===== src/bmpw_pkg.sv =====
package bmpw_pkg;

  localparam int unsigned SideW    = 13;
  localparam int unsigned CountW   = 12;
  localparam int unsigned MaxSide  = 4096;
  localparam int unsigned HdrBytes = 54;
  localparam int unsigned CntW     = 6;
  localparam int unsigned QDepth   = 2;
  localparam int unsigned QPtrW    = $clog2(QDepth);
  localparam int unsigned QCntW    = $clog2(QDepth + 1);
  localparam int unsigned CfgIdxW  = 2;

  localparam logic [31:0] InfoBytes  = 32'd40;
  localparam logic [31:0] Resolution = 32'd11811;
  localparam logic [7:0]  BitsPerPix = 8'd24;
  localparam logic [7:0]  MagicB     = 8'h42;
  localparam logic [7:0]  MagicM     = 8'h4D;

  typedef enum logic [CfgIdxW-1:0] {
    REG_WIDTH  = 2'd0,
    REG_HEIGHT = 2'd1
  } cfg_reg_e;

  typedef struct packed {
    logic [7:0] blue;
    logic [7:0] green;
    logic [7:0] red;
  } pix_t;

  typedef struct packed {
    logic [7:0] data_byte;
    logic       last_of_item;
    logic       last_of_file;
  } res_t;

  // One classified pixel as handed from the front to the back.
  typedef struct packed {
    pix_t             pix;
    logic             hdr;
    logic             file_end;
    logic [1:0]       pad;
    logic [SideW-1:0] w;
    logic [SideW-1:0] h;
  } entry_t;

  function automatic logic [7:0] le_byte(logic [31:0] v, logic [5:0] off);
    logic [1:0] k;
    k = off[1:0];
    return v[8*k +: 8];
  endfunction

  // Header byte at position idx; ds is the pixel data size, fs the file size.
  function automatic logic [7:0] hdr_byte(logic [CntW-1:0] idx, logic [SideW-1:0] w,
                                          logic [SideW-1:0] h, logic [31:0] ds,
                                          logic [31:0] fs);
    logic [7:0] b;
    b = 8'd0;
    unique case (idx) inside
      6'd0:          b = MagicB;
      6'd1:          b = MagicM;
      [6'd2:6'd5]:   b = le_byte(fs, idx - 6'd2);
      6'd10:         b = 8'(HdrBytes);
      6'd14:         b = InfoBytes[7:0];
      [6'd18:6'd21]: b = le_byte({19'd0, w}, idx - 6'd18);
      [6'd22:6'd25]: b = le_byte({19'd0, h}, idx - 6'd22);
      6'd26:         b = 8'd1;
      6'd28:         b = BitsPerPix;
      [6'd34:6'd37]: b = le_byte(ds, idx - 6'd34);
      [6'd38:6'd41]: b = le_byte(Resolution, idx - 6'd38);
      [6'd42:6'd45]: b = le_byte(Resolution, idx - 6'd42);
      default:       b = 8'd0;
    endcase
    return b;
  endfunction

endpackage


===== src/bmpw_front.sv =====
module bmpw_front (
  input  logic                            clk_i,
  input  logic                            rst_ni,
  input  logic                            cfg_valid_i,
  input  logic [bmpw_pkg::CfgIdxW-1:0]    cfg_index_i,
  input  logic [bmpw_pkg::SideW-1:0]      cfg_data_i,
  input  logic                            accept_i,
  input  bmpw_pkg::pix_t                  pix_i,
  output bmpw_pkg::entry_t                entry_o
);
  import bmpw_pkg::*;

  logic [SideW-1:0]  width_q, height_q;
  logic [CountW-1:0] col_q, col_d, row_q, row_d;
  logic [SideW-1:0]  w_cl, h_cl, col_inc, row_inc;
  logic              row_end, file_end;

  always_ff @(posedge clk_i or negedge rst_ni) begin
    if (!rst_ni) begin
      width_q  <= SideW'(1);
      height_q <= SideW'(1);
    end else if (cfg_valid_i) begin
      case (cfg_index_i)
        REG_WIDTH:  width_q  <= cfg_data_i;
        REG_HEIGHT: height_q <= cfg_data_i;
        default: ;
      endcase
    end
  end

  always_comb begin
    w_cl = width_q;
    if (width_q == '0) w_cl = SideW'(1);
    else if (width_q > SideW'(MaxSide)) w_cl = SideW'(MaxSide);
    h_cl = height_q;
    if (height_q == '0) h_cl = SideW'(1);
    else if (height_q > SideW'(MaxSide)) h_cl = SideW'(MaxSide);
  end

  assign col_inc  = {1'b0, col_q} + SideW'(1);
  assign row_inc  = {1'b0, row_q} + SideW'(1);
  assign row_end  = (col_inc >= w_cl);
  assign file_end = row_end && (row_inc >= h_cl);

  always_comb begin
    col_d = row_end ? '0 : col_inc[CountW-1:0];
    row_d = row_q;
    if (file_end) row_d = '0;
    else if (row_end) row_d = row_inc[CountW-1:0];
  end

  always_ff @(posedge clk_i or negedge rst_ni) begin
    if (!rst_ni) begin
      col_q <= '0;
      row_q <= '0;
    end else if (accept_i) begin
      col_q <= col_d;
      row_q <= row_d;
    end
  end

  // A row of w pixels holds 3w bytes, so the padding count is w mod 4.
  always_comb begin
    entry_o.pix      = pix_i;
    entry_o.hdr      = (col_q == '0) && (row_q == '0);
    entry_o.file_end = file_end;
    entry_o.pad      = row_end ? w_cl[1:0] : 2'd0;
    entry_o.w        = w_cl;
    entry_o.h        = h_cl;
  end

endmodule


===== src/bmpw_queue.sv =====
module bmpw_queue (
  input  logic              clk_i,
  input  logic              rst_ni,
  input  logic              wr_i,
  input  bmpw_pkg::entry_t  wr_data_i,
  output logic              full_o,
  output logic              valid_o,
  output bmpw_pkg::entry_t  head_o,
  input  logic              rd_i
);
  import bmpw_pkg::*;

  entry_t             mem_q [QDepth];
  logic [QPtrW-1:0]   wp_q, rp_q;
  logic [QCntW-1:0]   cnt_q;

  assign full_o  = (cnt_q == QCntW'(QDepth));
  assign valid_o = (cnt_q != '0);
  assign head_o  = mem_q[rp_q];

  always_ff @(posedge clk_i) begin
    if (wr_i) mem_q[wp_q] <= wr_data_i;
  end

  always_ff @(posedge clk_i or negedge rst_ni) begin
    if (!rst_ni) begin
      wp_q  <= '0;
      rp_q  <= '0;
      cnt_q <= '0;
    end else begin
      if (wr_i) wp_q <= (wp_q == QPtrW'(QDepth - 1)) ? '0 : wp_q + QPtrW'(1);
      if (rd_i) rp_q <= (rp_q == QPtrW'(QDepth - 1)) ? '0 : rp_q + QPtrW'(1);
      if (wr_i && !rd_i) cnt_q <= cnt_q + QCntW'(1);
      else if (rd_i && !wr_i) cnt_q <= cnt_q - QCntW'(1);
    end
  end

endmodule


===== src/bmpw_back.sv =====
module bmpw_back (
  input  logic              clk_i,
  input  logic              rst_ni,
  input  logic              q_valid_i,
  input  bmpw_pkg::entry_t  head_i,
  output logic              q_rd_o,
  output bmpw_pkg::res_t    result_o,
  output logic              empty,
  input  logic              pop
);
  import bmpw_pkg::*;

  typedef enum logic [1:0] {
    P_START,
    P_HDR,
    P_PIX,
    P_PAD
  } phase_e;

  phase_e          phase_q, phase_d, kind;
  logic [CntW-1:0] cnt_q, cnt_d;
  logic            out_v_q;
  res_t            out_q, res_d;
  logic            advance, last;
  logic [14:0]     row_sz;
  logic [31:0]     data_size_q, file_size_q;

  // The head entry stays put until its last byte, so these settle, first
  // data_size_q and then file_size_q, before header byte two needs them.
  assign row_sz = (15'(head_i.w) * 15'd3 + 15'd3) & ~15'd3;

  always_ff @(posedge clk_i) begin
    data_size_q <= 32'(28'(head_i.h) * 28'(row_sz));
    file_size_q <= data_size_q + 32'(HdrBytes);
  end

  assign advance = q_valid_i && (!out_v_q || pop);

  always_comb begin
    kind = phase_q;
    if (phase_q == P_START) kind = head_i.hdr ? P_HDR : P_PIX;
    phase_d = phase_q;
    cnt_d   = cnt_q + CntW'(1);
    last    = 1'b0;
    res_d.data_byte = 8'd0;
    unique case (kind)
      P_HDR: begin
        res_d.data_byte = hdr_byte(cnt_q, head_i.w, head_i.h, data_size_q, file_size_q);
        phase_d = P_HDR;
        if (cnt_q == CntW'(HdrBytes - 1)) begin
          phase_d = P_PIX;
          cnt_d   = '0;
        end
      end
      P_PIX: begin
        case (cnt_q[1:0])
          2'd0:    res_d.data_byte = head_i.pix.blue;
          2'd1:    res_d.data_byte = head_i.pix.green;
          default: res_d.data_byte = head_i.pix.red;
        endcase
        phase_d = P_PIX;
        if (cnt_q == CntW'(2)) begin
          cnt_d = '0;
          if (head_i.pad == 2'd0) begin
            last    = 1'b1;
            phase_d = P_START;
          end else begin
            phase_d = P_PAD;
          end
        end
      end
      P_PAD: begin
        if (cnt_q[1:0] == head_i.pad - 2'd1) begin
          last    = 1'b1;
          phase_d = P_START;
          cnt_d   = '0;
        end
      end
      default: ;
    endcase
    res_d.last_of_item = last;
    res_d.last_of_file = last && head_i.file_end;
  end

  always_ff @(posedge clk_i or negedge rst_ni) begin
    if (!rst_ni) begin
      phase_q <= P_START;
      cnt_q   <= '0;
      out_v_q <= 1'b0;
      out_q   <= '0;
    end else if (advance) begin
      phase_q <= phase_d;
      cnt_q   <= cnt_d;
      out_v_q <= 1'b1;
      out_q   <= res_d;
    end else if (pop) begin
      out_v_q <= 1'b0;
    end
  end

  assign q_rd_o   = advance && last;
  assign result_o = out_q;
  assign empty    = !out_v_q;

  a_file_implies_item: assert property (@(posedge clk_i) disable iff (!rst_ni)
    out_v_q && out_q.last_of_file |-> out_q.last_of_item)
    else $error("last_of_file without last_of_item");

  a_hdr_only_first: assert property (@(posedge clk_i) disable iff (!rst_ni)
    phase_q == P_HDR |-> q_valid_i && head_i.hdr)
    else $error("header phase on a pixel that does not open a frame");

  a_pad_in_range: assert property (@(posedge clk_i) disable iff (!rst_ni)
    phase_q == P_PAD |-> q_valid_i && head_i.pad != 2'd0 && cnt_q[1:0] < head_i.pad)
    else $error("padding phase beyond the row padding");

  a_pop_on_last: assert property (@(posedge clk_i) disable iff (!rst_ni)
    q_rd_o |=> out_v_q && out_q.last_of_item)
    else $error("queue entry retired without its last byte");

endmodule


===== src/bmp_24bit_writer.sv =====
// Streams an image out as a 24-bit uncompressed BMP file, one byte per
// transaction. Pixels are pushed in file order (bottom row first, left to
// right); the first pixel of a frame brings out the 54-byte header, then each
// pixel gives blue, green, red, and the last pixel of a row adds zero padding
// up to a multiple of four bytes. The result register is one byte wide:
// a pixel gives 3 bytes, plus one per padding byte (0 to 3) when it
// ends a row, and 54 more when it opens a frame. A two-entry queue lets up to
// two pixels be pushed ahead of the byte stream. image_width and image_height
// are clamped to 1..4096 and should be written only while the block is idle.
module bmp_24bit_writer (
  input  logic                          clk_i,
  input  logic                          rst_ni,
  input  logic                          cfg_valid_i,
  output logic                          cfg_ready_o,
  input  logic [bmpw_pkg::CfgIdxW-1:0]  cfg_index_i,
  input  logic [bmpw_pkg::SideW-1:0]    cfg_data_i,
  input  logic                          push,
  output logic                          full,
  input  bmpw_pkg::pix_t                pixel_i,
  output logic                          empty,
  input  logic                          pop,
  output bmpw_pkg::res_t                result_o
);
  import bmpw_pkg::*;

  entry_t entry, head;
  logic   accept, q_valid, q_rd;

  assign cfg_ready_o = 1'b1;
  assign accept      = push && !full;

  bmpw_front u_front (
    .clk_i       (clk_i),
    .rst_ni      (rst_ni),
    .cfg_valid_i (cfg_valid_i),
    .cfg_index_i (cfg_index_i),
    .cfg_data_i  (cfg_data_i),
    .accept_i    (accept),
    .pix_i       (pixel_i),
    .entry_o     (entry)
  );

  bmpw_queue u_queue (
    .clk_i     (clk_i),
    .rst_ni    (rst_ni),
    .wr_i      (accept),
    .wr_data_i (entry),
    .full_o    (full),
    .valid_o   (q_valid),
    .head_o    (head),
    .rd_i      (q_rd)
  );

  bmpw_back u_back (
    .clk_i     (clk_i),
    .rst_ni    (rst_ni),
    .q_valid_i (q_valid),
    .head_i    (head),
    .q_rd_o    (q_rd),
    .result_o  (result_o),
    .empty     (empty),
    .pop       (pop)
  );

endmodule


===== config.mk =====
export PLATFORM = sky130hd
export DESIGN_NAME = bmp_24bit_writer
export DESIGN_NICKNAME = d
export VERILOG_FILES = /design/src/bmpw_pkg.sv /design/src/bmpw_front.sv /design/src/bmpw_queue.sv /design/src/bmpw_back.sv /design/src/bmp_24bit_writer.sv
export SDC_FILE = /design/constraint.sdc
export NUM_CORES = 1
export LEC_CHECK = 0
export BUFFER_PORTS_ARGS = -buffer_cell sky130_fd_sc_hd__buf_2
export CAP_MARGIN = 25
export CORE_MARGIN = 2
export CORE_UTILIZATION = 64
export DETAILED_ROUTE_END_ITERATION = 10
export PLACE_DENSITY = 0.85
export SKIP_CTS_REPAIR_TIMING = 1
export SYNTH_ARGS = -nofsm -noshare
export SYNTH_HDL_FRONTEND = slang
export SYNTH_SLANG_ARGS = --single-unit

===== constraint.sdc =====
create_clock -name clk_i -period 11.3 [get_ports clk_i]
set_input_delay 0 -clock clk_i [delete_from_list [all_inputs] [get_ports clk_i]]
set_output_delay 0 -clock clk_i [all_outputs]
set_load 0.02 [all_outputs]

==> flow_summary.json, run 1 <==
{
  "outcome": "finished, final reports clean",
  "min_path_type": "in2async",
  "cp_slowest_stage_delay_ns": 0.69,
  "worst_ep_required_time_ns": 11.75,
  "critical_path.top_delay_family": "adder cells",
  "ys_seq_area_frac": 0.354,
  "n_antenna_cell": 0,
  "synthTopCellsByArea": "edfxtp_1 (19%), fa_1 (14%), dfrtp_1 (10%), ha_1 (9.5%), dfxtp_1 (6.1%)",
  "syn_inst": 1712,
  "dr.pass1.iters": 5,
  "drv_slew": 0,
  "slowest_stage": "dfrtp_2",
  "vias": 13500,
  "die_w_um": 169,
  "wl_met3_um": 4260,
  "grt_pass1_vias": 13100,
  "skew_ns": 0.0175,
  "async_flop_share": 0.312,
  "path_buf_inv": 6,
  "worst_pin_slew_ns": 0.944,
  "coreArea_mm2": 0.0268,
  "drt_wl_total_um": 45300,
  "wl_met1_um": 17500,
  "dpl.hpwl_um": 32000,
  "synth_nets": 2009,
  "pin_count": 57,
  "h-tree-depth": 1,
  "cts_buffers": 24,
  "yosysTopAreaCellShare": 0.187,
  "final.setup.tns_ns": 0,
  "dp.cells": 2069,
  "drc": 0,
  "place_ws_ns": 2.54,
  "fmax_mhz": 111,
  "areaGrowthSynthToFinish_pct": 11.1,
  "synth_area_per_cell_um2": 10.1,
  "clkLatencyLatePin_ns": 0.53,
  "start_kind": "register",
  "yosysTopAreaCell": "edfxtp_1",
  "ant_nets": 0,
  "final_cells": 2163,
  "die-area_mm2": 0.0284,
  "clk_pin_slew_worst_paths_ns": 0.07,
  "grt_max_degree": 74,
  "die_h_um": 169,
  "route.met2.wl_um": 21900,
  "yosys_warnings": 0,
  "setup_slack_ns": 2.27,
  "grt_pass1_wl_um": 68700,
  "cts_buffer_depth": 3,
  "synth_edf_count": 108,
  "antenna_found_initial": 0,
  "nets": 2101,
  "hold_viol_final": 0,
  "crit_path_max_fanout": 40,
  "max_slew_margin": 0.368,
  "vias_per_cell": 6.24,
  "maxCapViolations": 0,
  "final_layout_size_suffix_gt1_frac": 0.111,
  "cp-end-kind": "register",
  "fp-row-count": 60,
  "critical_path_class": "reg2reg",
  "portBuffers": 55,
  "grtUsageTotal": 0.306,
  "timing.final.crit_share": 0.799,
  "initial_core_util": 0.646,
  "clock-root-buffer": "clkbuf_16",
  "setup_viol": 0,
  "top_layer": "met4",
  "grt_overflow": 0,
  "synthesis.area_mm2": 0.0173,
  "period_minus_slack_ns": 9.03,
  "yosysUniqueCellTypes": 85,
  "wl_per_cell_um": 21.0,
  "cts.sinks": 234,
  "place_congestion": 0.928,
  "yosys_most_used_dff": "edfxtp_1",
  "rsz0062_at_grt": "no",
  "timing.critical_path.arrival_ns": 9.48,
  "synth-seq-cells": 234,
  "drt_first_iter_violations": 1463,
  "cts_tree": "yes"
}
[cell usage in the layout (no fill, tap or decap), types with 6 or more instances in the layout]
cell type and count:
dlygate4sd3_1 49, o22ai_1 7, nor4_1 13, nand4_1 6
a22oi_1 22, dfxtp_1 53, a22o_1 21, and2_1 21
o21ai_0 50, edfxtp_1 108, a21oi_1 57, buf_4 22
o211ai_1 6, xnor2_1 51, clkbuf_16 25, ha_1 131
fa_1 122, nand2b_1 15, xor2_1 31, nor2b_1 26
dfrtp_1 70, nor3_1 17, o21ai_1 6, o31ai_1 14
nand3_1 42, a31oi_1 12, a211oi_1 16, mux2i_1 23
a21o_1 16, nor2_1 107, inv_1 221, nand2_1 184
a221oi_1 11, and3_1 19, mux2_2 60, buf_2 54
[cells by family after synthesis]
group / after synthesis / synth area share
simple gates: 485 / 0.133
xor+xnor: 82 / 0.0415
compound gates: 293 / 0.120
fa+ha+maj: 253 / 0.236
other cells: 1 / 0.000216
flops: 234 / 0.354
buf+inv: 281 / 0.0634
mux: 83 / 0.0523
[state kept, by name, indices dropped and copies added, names as in the netlist, 2 cells and up]
name / flops
u_back.phase_q: 2
u_front.height_q: 13
u_back.cnt_q: 6
u_front.row_q: 12
u_queue.mem_q: 108
u_queue.cnt_q: 2
u_front.col_q: 12
u_back.data_size_q: 26
u_front.width_q: 13
u_back.file_size_q: 27
u_back.result_o: 10
[cell usage after synthesis, types with 7 or more instances]
cell        n
inv_1     221
nand2_1   184
ha_1      131
fa_1      122
edfxtp_1  108
nor2_1    108
dfrtp_1    71
mux2_2     60
a21oi_1    57
dfxtp_1    53
xnor2_1    51
o21ai_0    50
nand3_1    42
clkbuf_1   38
xor2_1     31
nor2b_1    26
mux2i_1    23
a22oi_1    22
a22o_1     21
and2_1     21
and3_1     20
nor3_1     17
a211oi_1   16
a21o_1     16
nand2b_1   15
buf_2      14
nor4_1     14
o31ai_1    14
a31oi_1    12
a221oi_1   11
o21ai_1     7
o22ai_1     7
[worst min-delay path, cell delays in order]
cell           delay, ns
dlygate4sd3_1       0.53
buf_4               0.13
buf_16              0.28
[through the flow]
stage / util / hold slack, ns / area [µm²]
finish: 0.718 / 0.00912 / 19300
global route: 0.718 / 0.0428 / 19300
CTS: 0.699 / -0.364 / 18700
detailed placement: 0.670 / 0.191 / 17900
global placement: 0.669 / 0.189 / 17900
floorplan: - / -0.296 / 17300
[per-layer routing]
| metal | up-vias | GRT usage |
|---|---|---|
| li1 | 6066 | - |
| met1 | 6558 | 0.415 |
| met2 | 743 | 0.508 |
| met3 | 139 | 0.0514 |
| met4 | 0 | 0.0948 |
| met5 | - | 0 |
[final timing paths]
kind	startpoint	end	slack, ns	depth (start not counted)
min in group clk_i	cfg_valid_i	u_front.width_q[12]	0.11	4
worst min register to register	u_back.data_size_q[2]	u_back.file_size_q[2]	0.46	1
worst max-delay path	u_queue.rp_q	u_back.data_size_q[25]	2.27	28
max in group asynchronous	rst_ni	u_front.height_q[3]	10.62	3
worst min-delay path	rst_ni	u_front.height_q[4]	0.009	3
worst max register to register	u_queue.rp_q	u_back.data_size_q[25]	2.27	28
[area by class of cell]
| cell class | count | area (µm²) |
|---|---|---|
| clock inverter | 14 | 146 |
| fill | 1811 | 7550 |
| multi-input combinational | 1197 | 10100 |
| sequential | 234 | 6130 |
| inverter | 221 | 830 |
| timing repair buffer | 126 | 953 |
| clock buffer | 30 | 644 |
| tap | 341 | 427 |
Power of run 1 is left out: the tool's default activity adds up to more than one toggle a clock period on the data nets, which glitch-free logic cannot reach.
==> inputs of run 2 (changes only) <==
--- a/config.mk
+++ b/config.mk
@@ -5,12 +5,13 @@
 export SDC_FILE = /design/constraint.sdc
 export NUM_CORES = 1
 export LEC_CHECK = 0
+export ABC_AREA = 1
 export BUFFER_PORTS_ARGS = -buffer_cell sky130_fd_sc_hd__buf_2
 export CAP_MARGIN = 25
 export CORE_MARGIN = 2
-export CORE_UTILIZATION = 64
+export CORE_UTILIZATION = 58
 export DETAILED_ROUTE_END_ITERATION = 10
-export PLACE_DENSITY = 0.85
+export PLACE_DENSITY = 0.81
 export SKIP_CTS_REPAIR_TIMING = 1
 export SYNTH_ARGS = -nofsm -noshare
 export SYNTH_HDL_FRONTEND = slang
==> constraint.sdc (replaced) <==
create_clock -name clk_i -period 7.39 [get_ports clk_i]
set_input_delay 0 -clock clk_i [delete_from_list [all_inputs] [get_ports clk_i]]
set_output_delay 0 -clock clk_i [all_outputs]
set_load 0.02 [all_outputs]
==> run 2 against run 1 <==
  * The flow now finishes with violations (hold timing)
  * First-iteration DRC count shrank 14%
  * Flip-flop and latch count did not move
  * Register-to-register slack worse by 2.1 ns
  * Hold slack worse by 0.023 ns
==> flow_summary.json, run 2 <==
{
  "outcome": "finished with violations",
  "failed_checks": "hold timing",
  "cts_buffers": 24,
  "clkLatencyLatePin_ns": 0.55,
  "cts_tree": "yes",
  "grt_pass1_vias": 14100,
  "synthesis.area_mm2": 0.0174,
  "drt_first_iter_violations": 1264,
  "antenna_found_initial": 0,
  "yosysUniqueCellTypes": 53,
  "synth_area_per_cell_um2": 8.46,
  "place_ws_ns": -0.114,
  "timing.critical_path.arrival_ns": 7.64,
  "synth_most_common_cell": "nand2_1",
  "dp.cells": 2536,
  "period_minus_slack_ns": 7.23,
  "timing.final.crit_share": 0.978,
  "place_congestion": 0.955,
  "async_flop_share": 0.312,
  "dr.pass1.iters": 7,
  "max_slew_margin": 0.290,
  "start_kind": "register",
  "yosysTopAreaCell": "edfxtp_1",
  "areaGrowthSynthToFinish_pct": 16.5,
  "drc": 0,
  "setup_slack_ns": 0.160,
  "drv_slew": 0,
  "vias_per_cell": 5.55,
  "yosysTopAreaCellShare": 0.186,
  "grt_pass1_wl_um": 71000,
  "pin_count": 57,
  "crit_path_max_fanout": 7,
  "worst_pin_slew_ns": 1.06,
  "synthTopCellsByArea": "edfxtp_1 (19%), fa_1 (14%), dfrtp_1 (10%), ha_1 (9.4%), nand2_1 (9.2%)",
  "r2r.worst_path.cells": 32,
  "fmax_mhz": 138,
  "critical_path_class": "reg2reg",
  "grt_max_degree": 74,
  "hold_viol_final": 5,
  "fp-row-count": 63,
  "die_h_um": 177,
  "coreArea_mm2": 0.0296,
  "cts_buffer_depth": 3,
  "slowest_stage": "fa_1",
  "ant_nets": 0,
  "cp_slowest_stage_delay_ns": 0.59,
  "h-tree-depth": 1,
  "largest_reg_flops": 108,
  "synth_edf_count": 108,
  "dpl.hpwl_um": 34300,
  "n_antenna_cell": 0,
  "regArea_mm2": 0.00613,
  "final_util": 0.684,
  "min_path_type": "in2async",
  "reg_top3": "u_queue.mem_q x108, u_back.file_size_q x27, u_back.data_size_q x26",
  "ys_seq_area_frac": 0.352,
  "initial_core_util": 0.588,
  "die-area_mm2": 0.0314,
  "multi_input_area_mm2": 0.0100,
  "final_cell_mix": "nand2_1 (418), inv_1 (364), nor2_1 (178)",
  "maxCapViolations": 0,
  "synth-seq-cells": 234,
  "wl_per_cell_um": 17.9,
  "cp-end-kind": "register",
  "die_w_um": 177,
  "grt_overflow": 0,
  "setup_viol": 0,
  "final_cells": 2630,
  "yosys_warnings": 0,
  "skew_ns": 0.0279,
  "rsz0062_at_grt": "yes",
  "whs_ns": -0.0143,
  "synth_nets": 2357,
  "clk_pin_slew_worst_paths_ns": 0.07,
  "regMostFlops": "u_queue.mem_q",
  "vias": 14600,
  "layout_commonest_cell": "nand2_1",
  "nets": 2519,
  "syn_inst": 2060,
  "drt_wl_total_um": 47000,
  "yosys_most_used_dff": "edfxtp_1",
  "fillers": 2238,
  "grtUsageTotal": 0.287,
  "portBuffers": 55,
  "cp_common_cell": "fa_1",
  "final_layout_size_suffix_gt1_frac": 0.136,
  "clock-root-buffer": "clkbuf_16",
  "cts.sinks": 234,
  "r2r_slack_ns": 0.16,
  "synthTopCellsByCount": "nand2_1 (425), inv_1 (371), nor2_1 (182), ha_1 (131), o21ai_0 (123)",
  "worst_ep_required_time_ns": 7.80
}
==> run 2: cell types whose count changed after synthesis, moves of 21 or more <==
| cell | previous run | this run |
|---|---|---|
| nand2_1 | 184 | 425 |
| nand3_1 | 42 | 82 |
| o21ai_0 | 50 | 123 |
| nor2b_1 | 26 | 0 |
| mux2_2 | 60 | 0 |
| xnor2_1 | 51 | 17 |
| nor2_1 | 108 | 182 |
| or2_2 | 4 | 34 |
| a22o_1 | 21 | 0 |
| xor2_1 | 31 | 54 |
| inv_1 | 221 | 371 |
==> run 2: critical path, delay by kind of cell (launching register included) <==
family / cells / cell delay, ns
xor gates and xnor gates: 1 / 0.17
DFF: 1 / 0.43
adders and majority gates: 8 / 3.49
AOI/OAI and AO/OA: 6 / 0.85
buffers and inverters: 10 / 1.03
and+or+nand+nor: 7 / 1.10
==> run 2: cell families after synthesis <==
family | Yosys count | share of synthesized area
flip-flops | 234 | 0.352
AO/OA/AOI/OAI | 264 | 0.0849
buffers and inverters | 434 | 0.0959
multiplexers | 4 | 0.00230
other | 1 | 0.000215
XOR/XNOR | 71 | 0.0357
adder cells (fa/ha/maj) | 253 | 0.234
AND/OR/NAND/NOR | 799 | 0.195
==> run 2: layout make-up <==
| class | instances | share of cell area |
|---|---|---|
| Sequential cell | 234 | 0.302 |
| Multi-Input combinational cell | 1392 | 0.493 |
| Clock buffer | 30 | 0.0323 |
| Inverter | 381 | 0.0706 |
| Tap cell | 390 | 0.0241 |
| Clock inverter | 14 | 0.00759 |
| Timing Repair Buffer | 189 | 0.0699 |
==> run 2: metal layers <==
metal / track usage / routed length (µm) / share of wire / vias to the layer above
met3: 0.0390 / 3000 / 0.064 / 113
met5: 0 / 0 / 0 / -
met4: 0.0919 / 1680 / 0.036 / 0
met2: 0.487 / 23300 / 0.50 / 588
li1: - / - / - / 6871
met1: 0.383 / 19000 / 0.41 / 7023
==> run 2: worst paths after layout <==
kind,start,to
setup reg to reg,u_queue.rp_q,u_back.data_size_q[24]
min in group clk_i,push,u_queue.wp_q
max in group asynchronous,rst_ni,u_front.col_q[2]
setup / recovery,u_queue.rp_q,u_back.data_size_q[24]
hold / removal,rst_ni,u_queue.cnt_q[1]
hold reg to reg,u_back.data_size_q[2],u_back.file_size_q[2]
==> run 2: through the flow <==
| stage | setup TNS (ns) | cell area [µm²] |
|---|---|---|
| after CTS | -0.954 | 19400 |
| final | 0 | 20300 |
| after detailed placement | -0.525 | 18600 |
| after global routing | -0.383 | 20300 |
| after global placement | 0 | 18600 |
| after floorplan | 0 | 17400 |
Power of run 2 is left out for the same reason.
